**src/rtl/tccw_pkg.sv**
```systemverilog
`timescale 1ns / 1ps

package tccw_pkg;

    // Fixed field widths of the command and result words.
    localparam int KIND_W = 2;
    localparam int CHAR_W = 8;
    localparam int CELL_W = 11;

    // Command kinds.
    localparam logic [KIND_W-1:0] KIND_PUT  = 2'd0;
    localparam logic [KIND_W-1:0] KIND_READ = 2'd1;
    localparam logic [KIND_W-1:0] KIND_POST = 2'd2;

    // Control characters and the blank fill character.
    localparam logic [CHAR_W-1:0] CH_BACKSPACE = 8'h08;
    localparam logic [CHAR_W-1:0] CH_TAB       = 8'h09;
    localparam logic [CHAR_W-1:0] CH_NEWLINE   = 8'h0A;
    localparam logic [CHAR_W-1:0] CH_BLANK     = 8'h20;

    // Tab stops fall on every eighth cell.
    localparam int TAB_STOP = 8;
    localparam int TAB_CNT_W = 4;

    // Uppercase hex digit characters.
    localparam logic [CHAR_W-1:0] HEX_DIGITS [16] = '{
        8'h30, 8'h31, 8'h32, 8'h33, 8'h34, 8'h35, 8'h36, 8'h37,
        8'h38, 8'h39, 8'h41, 8'h42, 8'h43, 8'h44, 8'h45, 8'h46
    };

    // Command word.
    typedef struct packed {
        logic [KIND_W-1:0] kind;
        logic [CHAR_W-1:0] char_code;
        logic [CELL_W-1:0] cell_index;
        logic [CHAR_W-1:0] post_code;
    } item_word_t;

    // Result word.
    typedef struct packed {
        logic [CELL_W-1:0] cursor_cell;
        logic [CHAR_W-1:0] cell_char;
        logic              scrolled;
    } result_word_t;

    // Sequencer to sweep engine.
    typedef struct packed {
        logic go;
    } sweep_cmd_t;

    // Sweep engine to sequencer.
    typedef struct packed {
        logic busy;
        logic done;
    } sweep_stat_t;

endpackage

```
**src/rtl/tccw_sweep.sv**
```systemverilog
`timescale 1ns / 1ps

module tccw_sweep #(
    parameter int COLUMNS    = 80,
    parameter int ROWS       = 25,
    parameter int POST_CELLS = 2
) (
    input  logic                                clk,
    input  logic                                rst_n,
    input  tccw_pkg::sweep_cmd_t                cmd,
    output tccw_pkg::sweep_stat_t               stat,
    output logic                                we,
    output logic [$clog2(COLUMNS*ROWS)-1:0]     waddr,
    output logic [tccw_pkg::CHAR_W-1:0]         wdata,
    output logic                                re,
    output logic [$clog2(COLUMNS*ROWS)-1:0]     raddr,
    input  logic [tccw_pkg::CHAR_W-1:0]         rdata
);

    import tccw_pkg::*;

    localparam int TOTAL  = COLUMNS * ROWS;
    localparam int LIMIT  = TOTAL - POST_CELLS;
    localparam int START  = COLUMNS * (ROWS - 1) - POST_CELLS;
    localparam int ADDR_W = $clog2(TOTAL);
    localparam int CNT_W  = $clog2(TOTAL + 1);

    typedef enum logic [3:0] {
        SW_CLEAR = 4'b0001,
        SW_IDLE  = 4'b0010,
        SW_COPY  = 4'b0100,
        SW_FLUSH = 4'b1000
    } sweep_state_t;

    sweep_state_t      state_reg, state_next;
    logic [CNT_W-1:0]  idx_reg, idx_next;
    logic              pend_valid_reg, pend_valid_next;
    logic              pend_copy_reg, pend_copy_next;
    logic [ADDR_W-1:0] pend_addr_reg, pend_addr_next;
    logic              below_start;

    assign below_start = (idx_reg < CNT_W'(START));

    // Sweep sequencing. The scroll reads the cell one row below and writes
    // it back in the following cycle; cells from the blank start on get spaces.
    always_comb
    begin
        state_next      = state_reg;
        idx_next        = idx_reg;
        pend_valid_next = pend_valid_reg;
        pend_copy_next  = pend_copy_reg;
        pend_addr_next  = pend_addr_reg;
        we              = 1'b0;
        waddr           = pend_addr_reg;
        wdata           = CH_BLANK;
        re              = 1'b0;
        raddr           = ADDR_W'(idx_reg + CNT_W'(COLUMNS));

        // Retire the write issued in the previous cycle.
        if (pend_valid_reg)
        begin
            we    = 1'b1;
            wdata = pend_copy_reg ? rdata : CH_BLANK;
        end

        case (state_reg)
            SW_CLEAR:
            begin
                we    = 1'b1;
                waddr = ADDR_W'(idx_reg);
                wdata = CH_BLANK;
                if (idx_reg == CNT_W'(TOTAL - 1))
                begin
                    idx_next   = '0;
                    state_next = SW_IDLE;
                end
                else
                begin
                    idx_next = idx_reg + CNT_W'(1);
                end
            end
            SW_IDLE:
            begin
                if (cmd.go)
                begin
                    idx_next   = '0;
                    state_next = SW_COPY;
                end
            end
            SW_COPY:
            begin
                re              = below_start;
                pend_valid_next = 1'b1;
                pend_copy_next  = below_start;
                pend_addr_next  = ADDR_W'(idx_reg);
                if (idx_reg == CNT_W'(LIMIT - 1))
                begin
                    state_next = SW_FLUSH;
                end
                else
                begin
                    idx_next = idx_reg + CNT_W'(1);
                end
            end
            SW_FLUSH:
            begin
                pend_valid_next = 1'b0;
                idx_next        = '0;
                state_next      = SW_IDLE;
            end
            default:
            begin
                state_next = SW_IDLE;
            end
        endcase
    end

    // Control state; the sweep clears the screen straight out of reset.
    always_ff @(posedge clk or negedge rst_n)
    begin
        if (!rst_n)
        begin
            state_reg      <= SW_CLEAR;
            idx_reg        <= '0;
            pend_valid_reg <= 1'b0;
        end
        else
        begin
            state_reg      <= state_next;
            idx_reg        <= idx_next;
            pend_valid_reg <= pend_valid_next;
        end
    end

    // Pending write payload.
    always_ff @(posedge clk)
    begin
        pend_copy_reg <= pend_copy_next;
        pend_addr_reg <= pend_addr_next;
    end

    assign stat.busy = (state_reg != SW_IDLE);
    assign stat.done = (state_reg == SW_FLUSH);

endmodule

```
**config.mk**
```make
export PLATFORM = sky130hd
export DESIGN_NAME = tccw_sweep
export DESIGN_NICKNAME = d
export VERILOG_FILES = /design/src/rtl/tccw_pkg.sv /design/src/rtl/tccw_sweep.sv
export SDC_FILE = /design/constraint.sdc
export NUM_CORES = 1
export LEC_CHECK = 0
export BUFFER_PORTS_ARGS = -buffer_cell sky130_fd_sc_hd__buf_2
export CORE_ASPECT_RATIO = 1.1
export CORE_UTILIZATION = 45
export DETAILED_ROUTE_END_ITERATION = 16
export GPL_TIMING_DRIVEN = 0
export PLACE_DENSITY = 0.75
export SLEW_MARGIN = 30
export SYNTH_ARGS = -nofsm -noshare
export SYNTH_HDL_FRONTEND = slang
export SYNTH_SLANG_ARGS = --single-unit
```
**constraint.sdc**
```tcl
create_clock -name clk -period 2.9 [get_ports clk]
set_clock_uncertainty 0.05 [all_clocks]
set_input_delay 0.58 -clock clk [delete_from_list [all_inputs] [get_ports clk]]
set_output_delay 0.58 -clock clk [all_outputs]
set_load 0.01 [all_outputs]
```
## After elaboration in Yosys (flattened, before gate mapping)

Index checks and enable logic that the tools add are counted.

| word-level totals | value |
|---|---|
| flip-flop bits (word level) | 28 |
| input port bits | 11 |
| output and inout port bits | 34 |
| word-level logic and storage cells | 39 |

| operators by class | value |
|---|---|
| add/sub/neg operators | 2 |
| order comparisons | 1 |
| equal/unequal tests | 11 |
| muxes and demuxes | 16 |
| reduce and logical (&&, ||, !) cells | 4 |

Operator list:

| cell | count |
|---|---|
| two-way mux 11 bit | 4 |
| case mux 11 bit (4 select lines) | 1 |
| two-way mux 8 bit | 3 |
| == test 11 bit (second input constant) | 2 |
| two-way mux 4 bit | 3 |
| case mux 4 bit (3 select lines) | 1 |
| adder 11 x 1 -> 11 bit (second input constant) | 1 |
| adder 11 x 7 -> 11 bit (second input constant) | 1 |
| < comparator 11 bit (second input constant) | 1 |
| inequality test 2 bit (second input constant) | 4 |
| AND reduction 3 bit | 2 |
| == test 4 x 1 -> 1 bit (second input constant) | 1 |
| == test 4 x 2 -> 1 bit (second input constant) | 1 |
| == test 4 x 3 -> 1 bit (second input constant) | 1 |
| == test 4 bit (second input constant) | 1 |
| inequality test 4 x 2 -> 1 bit (second input constant) | 1 |
| nonzero test 4 bit | 1 |
| two-way mux 1 bit | 3 |
| case mux 1 bit (2 select lines) | 1 |
| nonzero test 2 bit | 1 |

## Depth between registers and ports, before layout

Gate-level depths: netlist of run 1.

| depth | value |
|---|---|
| depth in word-level cells | 3 |
| gate-level depth with buffers | 7 |
| gate-level depth less buffers | 7 |

## Least setup slack after synthesis of run 1

OpenSTA, ideal clock, no wires.

| timing path | value |
|---|---|
| kind | flip-flop to output port |
| start point | register state_reg[0] |
| end point | output port waddr[2] |
| arrival time | 1.795 ns |
| data required time | 2.270 ns |
| slack | 0.475 ns |
| stages on the path, launching flop included | 6 |
| buffers on the path | 2 |
| cell sequence | dfstp_2 buf_2 nand2b_1 nor3_1 buf_2 mux2_2 |

| on the way | value |
|---|---|
| longest elaborated chain between the ends | 2 |

RTL lines:

| item | RTL line | RTL |
|---|---|---|
| start: declaration | tccw_sweep.sv:35 | `sweep_state_t state_reg, state_next;` |
| start signal: assignment | tccw_sweep.sv:129 | `state_reg <= state_next;` |
| == test 4 x 1 -> 1 bit | tccw_sweep.sv:66 | `case (state_reg)` |
| two-way mux 11 bit | tccw_sweep.sv:66 |  |
| end: declaration | tccw_sweep.sv:13 | `output logic [$clog2(COLUMNS*ROWS)-1:0] waddr,` |

Every way passes these cells.

## Final worst setup path of run 1

| timing path | value |
|---|---|
| start point | register state_reg[0] |
| end point | output port waddr[6] |

Same word-level chain as after synthesis.

==> impl_metrics.tcl, run 1 <==
set metrics [dict create \
    min_period_over_period_pct 95.01 \
    crit_path_max_fanout 10 \
    cts_buffers 3 \
    final_cell_mix "buf_2, dfrtp_1, nor2_1, edfxtp_1" \
    synth_mux_area_share_pct 7.973 \
    pwr-share-clk_pct 19.5 \
    place_hpwl_mm 2.491 \
    r2r_cells 7 \
    start_kind "register" \
    gr-total-overflow 0 \
    powerDensity_mw_per_mm2 641.6 \
    netlist_area_mm2 0.001679 \
    dp_slack_ns 0.01882 \
    initial_core_util_pct 48.80 \
    insertion_delay_ns 0.33 \
    hold_class "input port to asynchronous set/reset pin" \
    synthFlopType "dfrtp_1" \
    ys_warn_count 0 \
    port_buffers 44 \
    criticalPathCategory "register to primary output" \
    cts_tree "yes" \
    synth_compound_area_share_pct 11.55 \
    row_count 22 \
    synth-seq-cells 28 \
    yosys.area_share.simple_pct 19.30 \
    cpPeakStageDelay_ns 0.54 \
    hold_slack_ns 0.08895 \
    crit_arrival_ns 2.13 \
    netSwitchingFraction_pct 34.82 \
    die_x_um 60.24 \
    fmax_ghz 0.3629 \
    yosysSeqAreaShare_pct 45.38 \
    slowest_stage "dfstp_2" \
    final_common_cell "buf_2" \
    tightest_slew_ns 0.6000 \
    pin_count 45 \
    coreArea_mm2 0.003441 \
    end_kind "primary output" \
    netlist.area_leader.share_pct 22.35 \
    drtAntennaViolNets 0 \
    via_count 1409 \
    leakagePower_nw 0.8783 \
    cap_violations 0 \
    syn-num-nets 177 \
    crit_top_cell "buf_2" \
    synthAdderAreaFrac_pct 2.981 \
    synth_area_leaders "dfrtp_1, edfxtp_1, mux2_2, xnor2_1, and2_1" \
    combPwrFrac_pct 37.2 \
    cts-root-buf "clkbuf_4" \
    synth_cell_types 40 \
    track_usage_pct 20.15 \
    synth_edf_count 12 \
    outcome "finished, final reports clean" \
    p_sw_uw 456.7 \
    area_growth_pct 21.76 \
    synthArstFlopShare_pct 57.14 \
    period_needed_ns 2.755 \
    clockBufferDepth 2 \
    synth_top_family_by_area "simple AND/OR/NAND/NOR gates" \
    grt_pass1_vias 1255 \
    wire_per_inst_um 13.99 \
    crit_path_cell_trace "buf_2 -> nand2b_1 -> nor3_4 -> buf_4 -> mux2_2 -> buf_2" \
    antenna_found_initial 0 \
    peakVddDrop_v 0.0002438 \
    die_h_um 66.07 \
    fin_tns_setup_ns 0 \
    dr.pass1.iters 4 \
    drc_errors 0 \
    final_net_count 228 \
    cp_data_required_time_ns 2.27 \
    hold_viol 0 \
    drv_slew 0 \
    drive_above_1_share_pct 37.74 \
    intPower_uw 854.9 \
    fp.dieArea_mm2 0.003980 \
    netlist_instances 162 \
    place_congestion 0.8138 \
    grt_pass1_wl_mm 5.913 \
    post_drt_via_cell_ratio 5.419 \
    path_clk_slew_ns 0.15 \
    initialDrtViolationCount 37 \
    rsz0062_at_grt "false" \
    rrSetupSlack_ns 0.65 \
    setup_viol 0 \
    relSlewSlack_pct 59.69 \
    pwr-share-seq_pct 43.4 \
    fin_ws_ns 0.1446 \
    wirelength_mm 3.638 \
    synth_top_area_cell "dfrtp_1" \
    antennaDiodeCount 0 \
    grt_max_degree 17 \
    synth-xor-area-share_pct 6.781 \
    cts.sinks 28 \
    avgSynthCellArea_um2 10.36 \
    ctsHtreeMaxLevel 1 \
]
[power groups by stage]
| stage | Sequential, mW | Combinational [mW] | Clock, mW |
|---|---|---|---|
| 3_5_place_dp | 0.575 | 0.468 | 0 |
| 2_1_floorplan | 0.554 | 0.334 | 0 |
| 5_1_grt | 0.582 | 0.541 | 0.276 |
| 3_3_place_gp | 0.569 | 0.462 | 0 |
| 4_1_cts | 0.570 | 0.486 | 0.258 |
| 6_report | 0.569 | 0.487 | 0.255 |
[what timing repair did]
item	CTS	global route
pin swaps	0	1
resized for setup	4	0
setup endpoints to repair	20	8
setup buffers	1	1
hold buffers	0	0
[logic make-up after synthesis]
family	count (synthesis)
AO/OA/AOI/OAI	25
XOR/XNOR	13
adder cells (fa/ha/maj)	4
buffers and inverters	21
flip-flops	28
multiplexers	12
AND/OR/NAND/NOR	59
[area by class of cell]
class | count | area [um2]
Buffer | 15 | 81.33
Clock buffer | 3 | 22.52
Clock inverter | 1 | 30.03
Fill cell | 282 | 1396
Inverter | 6 | 26.28
Multi-Input combinational cell | 113 | 827.0
Sequential cell | 28 | 762.0
Tap cell | 48 | 60.06
Timing Repair Buffer | 46 | 235.2
[through the flow]
stage / area (um2) / power (mW) / std cells / utilization (%)
2_1_floorplan: 1679 / 0.8876 / 162 / -
3_3_place_gp: 1959 / 1.032 / 254 / 56.95
3_5_place_dp: 1959 / 1.043 / 254 / 56.95
4_1_cts: 2037 / 1.314 / 259 / 59.20
5_1_grt: 2044 / 1.399 / 260 / 59.42
6_report: 2044 / 1.312 / 260 / 59.42
[final timing paths]
kind	start	end
max	state_reg[0]$_DFFE_PN1P_	waddr[6]
min	rst_n	idx_reg[4]$_DFFE_PN0P_
max reg2reg	idx_reg[4]$_DFFE_PN0P_	idx_reg[3]$_DFFE_PN0P_
min reg2reg	idx_reg[8]$_DFFE_PN0P_	pend_addr_reg[8]$_DFFE_PP_
max in group asynchronous	rst_n	state_reg[0]$_DFFE_PN1P_
min in group clk	idx_reg[8]$_DFFE_PN0P_	pend_addr_reg[8]$_DFFE_PP_
[cell usage after synthesis (all sizes together), types with 2 or more instances]
cell type	n
dfrtp	15
edfxtp	12
nor2	12
mux2	11
xnor2	11
buf	10
nand2	10
and2	8
nand3	8
inv	6
a211oi	5
clkbuf	5
nor3	5
o21ai	5
a21oi	4
ha	4
and3	3
nand4	3
a2111oi	2
a311oi	2
nor2b	2
or3	2
xor2	2
[per-layer routing]
layer  GRT usage [%]  part of all wire (%)
met3           2.544                   5.0
met4           6.105                  0.99
met5               0                     0
met1           26.51                    46
met2           33.93                    48
[critical path, delay by kind of cell, from the launching register on]
family	cells	cell delay, ns
flip-flops	1	0.54
AND/OR/NAND/NOR	2	0.36
multiplexers	1	0.35
buffers and inverters	3	0.56
(Power assumes the default switching activity.)
==> run 2, diff against run 1 <==
- ABC_AREA: unset -> 1
- PLACE_DENSITY: 0.75 -> 0.74
==> run 2 against run 1 <==
Against the previous run: combinational power increased by 76%; clock-buffer cell count increased by 1; critical path depth unchanged; non-clock buffer count decreased by 7; core utilization decreased by 3.5 points; hold slack improved by 0.078 ns; register-to-register slack improved by 0.48 ns; worst setup slack improved by 0.38 ns; clock power decreased by 4%.
==> impl_metrics.tcl, run 2 <==
set metrics [dict create \
    crit_path_cell_trace "ha_1 -> inv_1 -> a21oi_1 -> nand2_1 -> xor2_1 -> buf_2" \
    drc_errors 0 \
    place_congestion 0.8730 \
    leakagePower_nw 1.170 \
    initial_core_util_pct 47.42 \
    criticalPathCategory "register to primary output" \
    cpPeakStageDelay_ns 0.47 \
    antenna_found_initial 0 \
    path_clk_slew_ns 0.10 \
    hold_buffers 0 \
    rsz0062_at_grt "false" \
    slowest_stage "dfrtp_1" \
    wire_per_inst_um 11.97 \
    cts.sinks 28 \
    die_x_um 64.09 \
    path_delay_family "flip-flops" \
    hold_slack_ns 0.1670 \
    post-cts-setup-buffers 0 \
    antennaDiodeCount 0 \
    cts-root-buf "clkbuf_8" \
    coreArea_mm2 0.004024 \
    via_count 1715 \
    fp.dieArea_mm2 0.004505 \
    peakVddDrop_v 0.0003604 \
    crit_arrival_ns 1.75 \
    grt_pass1_vias 1529 \
    row_count 24 \
    cts_tree "yes" \
    gr-total-overflow 0 \
    pin_count 45 \
    powerDensity_mw_per_mm2 755.7 \
    wirelength_mm 4.226 \
    drtAntennaViolNets 0 \
    dr.pass1.iters 4 \
    place_hpwl_mm 3.159 \
    cp_data_required_time_ns 2.27 \
    setup_viol 0 \
    synth_top_area_cell "dfrtp_1" \
    yosysMostFrequentCell "nand2_1" \
    cp.buffers_inverters 2 \
    hold_viol 0 \
    final_common_cell "nand2_1" \
    area_growth_pct 17.84 \
    drive_above_1_share_pct 29.24 \
    crit_path_max_fanout 6 \
    clockBufferDepth 2 \
    synth_area_leaders "dfrtp_1, edfxtp_1, nand2_1, inv_1, nand3_1" \
    relSlewSlack_pct 66.64 \
    final_cell_mix "nand2_1, buf_2, inv_1, nand3_1, nor2_1" \
    total_power_mw 1.699 \
    period_needed_ns 2.377 \
    insertion_delay_ns 0.28 \
    synth_edf_count 12 \
    tightest_slew_ns 0.5004 \
    netlist_instances 253 \
    grt_pass1_wl_mm 6.865 \
    netlist.area_leader.share_pct 19.67 \
    outcome "finished, final reports clean" \
    yosys-top-cells-count "nand2_1, inv_1, nand3_1, nor2_1, o21ai_0" \
    final_core_util_pct 55.88 \
    post_drt_via_cell_ratio 4.858 \
    ys_warn_count 0 \
    initialDrtViolationCount 65 \
    port_buffers 44 \
    fmax_ghz 0.4206 \
    final_net_count 317 \
    syn-num-nets 268 \
    ctsHtreeMaxLevel 1 \
    min_period_over_period_pct 81.98 \
    postCtsResizedCells 0 \
    fin_tns_setup_ns 0 \
    cts_buffers 3 \
    synth_cell_types 31 \
    track_usage_pct 19.63 \
    avgSynthCellArea_um2 7.542 \
    yosysSeqAreaShare_pct 39.93 \
    synthArstFlopShare_pct 57.14 \
    netlist_area_mm2 0.001908 \
    synthFlopType "dfrtp_1" \
    end_kind "primary output" \
    cap_violations 0 \
    start_kind "register" \
    drv_slew 0 \
    hold_class "input port to asynchronous set/reset pin" \
    die_h_um 70.30 \
    synth-seq-cells 28 \
    grt_max_degree 22 \
]
## run 2: cell count changes in the layout (fill, tap and decap cells not counted), sizes merged, moves of 11 or more
| cell | change |
|---|---|
| mux2 | -11 |
| inv | +34 |
| nor2 | +21 |
| o21ai | +16 |
| nand2 | +65 |
| nand3 | +16 |
## run 2: final timing paths
kind,start,to,slack [ns],cells after the start
max,idx_reg[4]$_DFFE_PN0P_,raddr[10],0.52,6
min,rst_n,idx_reg[10]$_DFFE_PN0P_,0.17,1
max reg2reg,idx_reg[4]$_DFFE_PN0P_,idx_reg[7]$_DFFE_PN0P_,1.13,10
min reg2reg,idx_reg[8]$_DFFE_PN0P_,pend_addr_reg[8]$_DFFE_PP_,0.40,0
max in group asynchronous,rst_n,state_reg[0]$_DFFE_PN1P_,2.31,1
min in group clk,idx_reg[8]$_DFFE_PN0P_,pend_addr_reg[8]$_DFFE_PP_,0.40,0
## run 2: area by class of cell
cell class,instances,area [um2]
tap,52,65.06
inverter,39,146.4
clock buffer,4,55.05
multi-input combinational,176,923.4
buffer,10,76.32
fill,403,1775
sequential,28,762.0
timing repair buffer,44,220.2
## run 2: where the power goes
part           internal [mW]  total [mW]  switching, mW
Clock                  0.122       0.246          0.124
Sequential             0.518       0.598         0.0800
Combinational          0.312       0.856          0.544
Total                  0.951        1.70          0.748
## run 2: cells by family after synthesis
logic type	after synthesis	synth area share, %
compound gates	28	8.459
xor+xnor	8	3.672
fa+ha+maj	4	2.623
buf+inv	49	11.67
flops	28	39.93
simple gates	136	33.64
## run 2: worst register-to-register path, delay by kind of cell (launching register included)
kind / cells / cell delay [ns]
buf+inv: 2 / 0.28
flops: 1 / 0.46
compound gates: 1 / 0.05
simple gates: 6 / 0.63
fa+ha+maj: 1 / 0.19
## run 2: per-stage QoR
step / area, um2 / setup WS, ns / instances
2_1_floorplan: 1908 / 1.092 / 253
3_3_place_gp: 2193 / 0.8267 / 349
3_5_place_dp: 2193 / 0.8302 / 349
4_1_cts: 2248 / 0.5082 / 353
5_1_grt: 2248 / 0.3350 / 353
6_report: 2248 / 0.5226 / 353
## run 2: metal layers
layer | up-vias | track usage, % | wire, um
met1 | 765 | 26.45 | 1871
li1 | 886 | - | -
met3 | 5 | 2.614 | 286
met5 | - | 0 | 0
met4 | 0 | 6.566 | 52
met2 | 59 | 32.15 | 2016
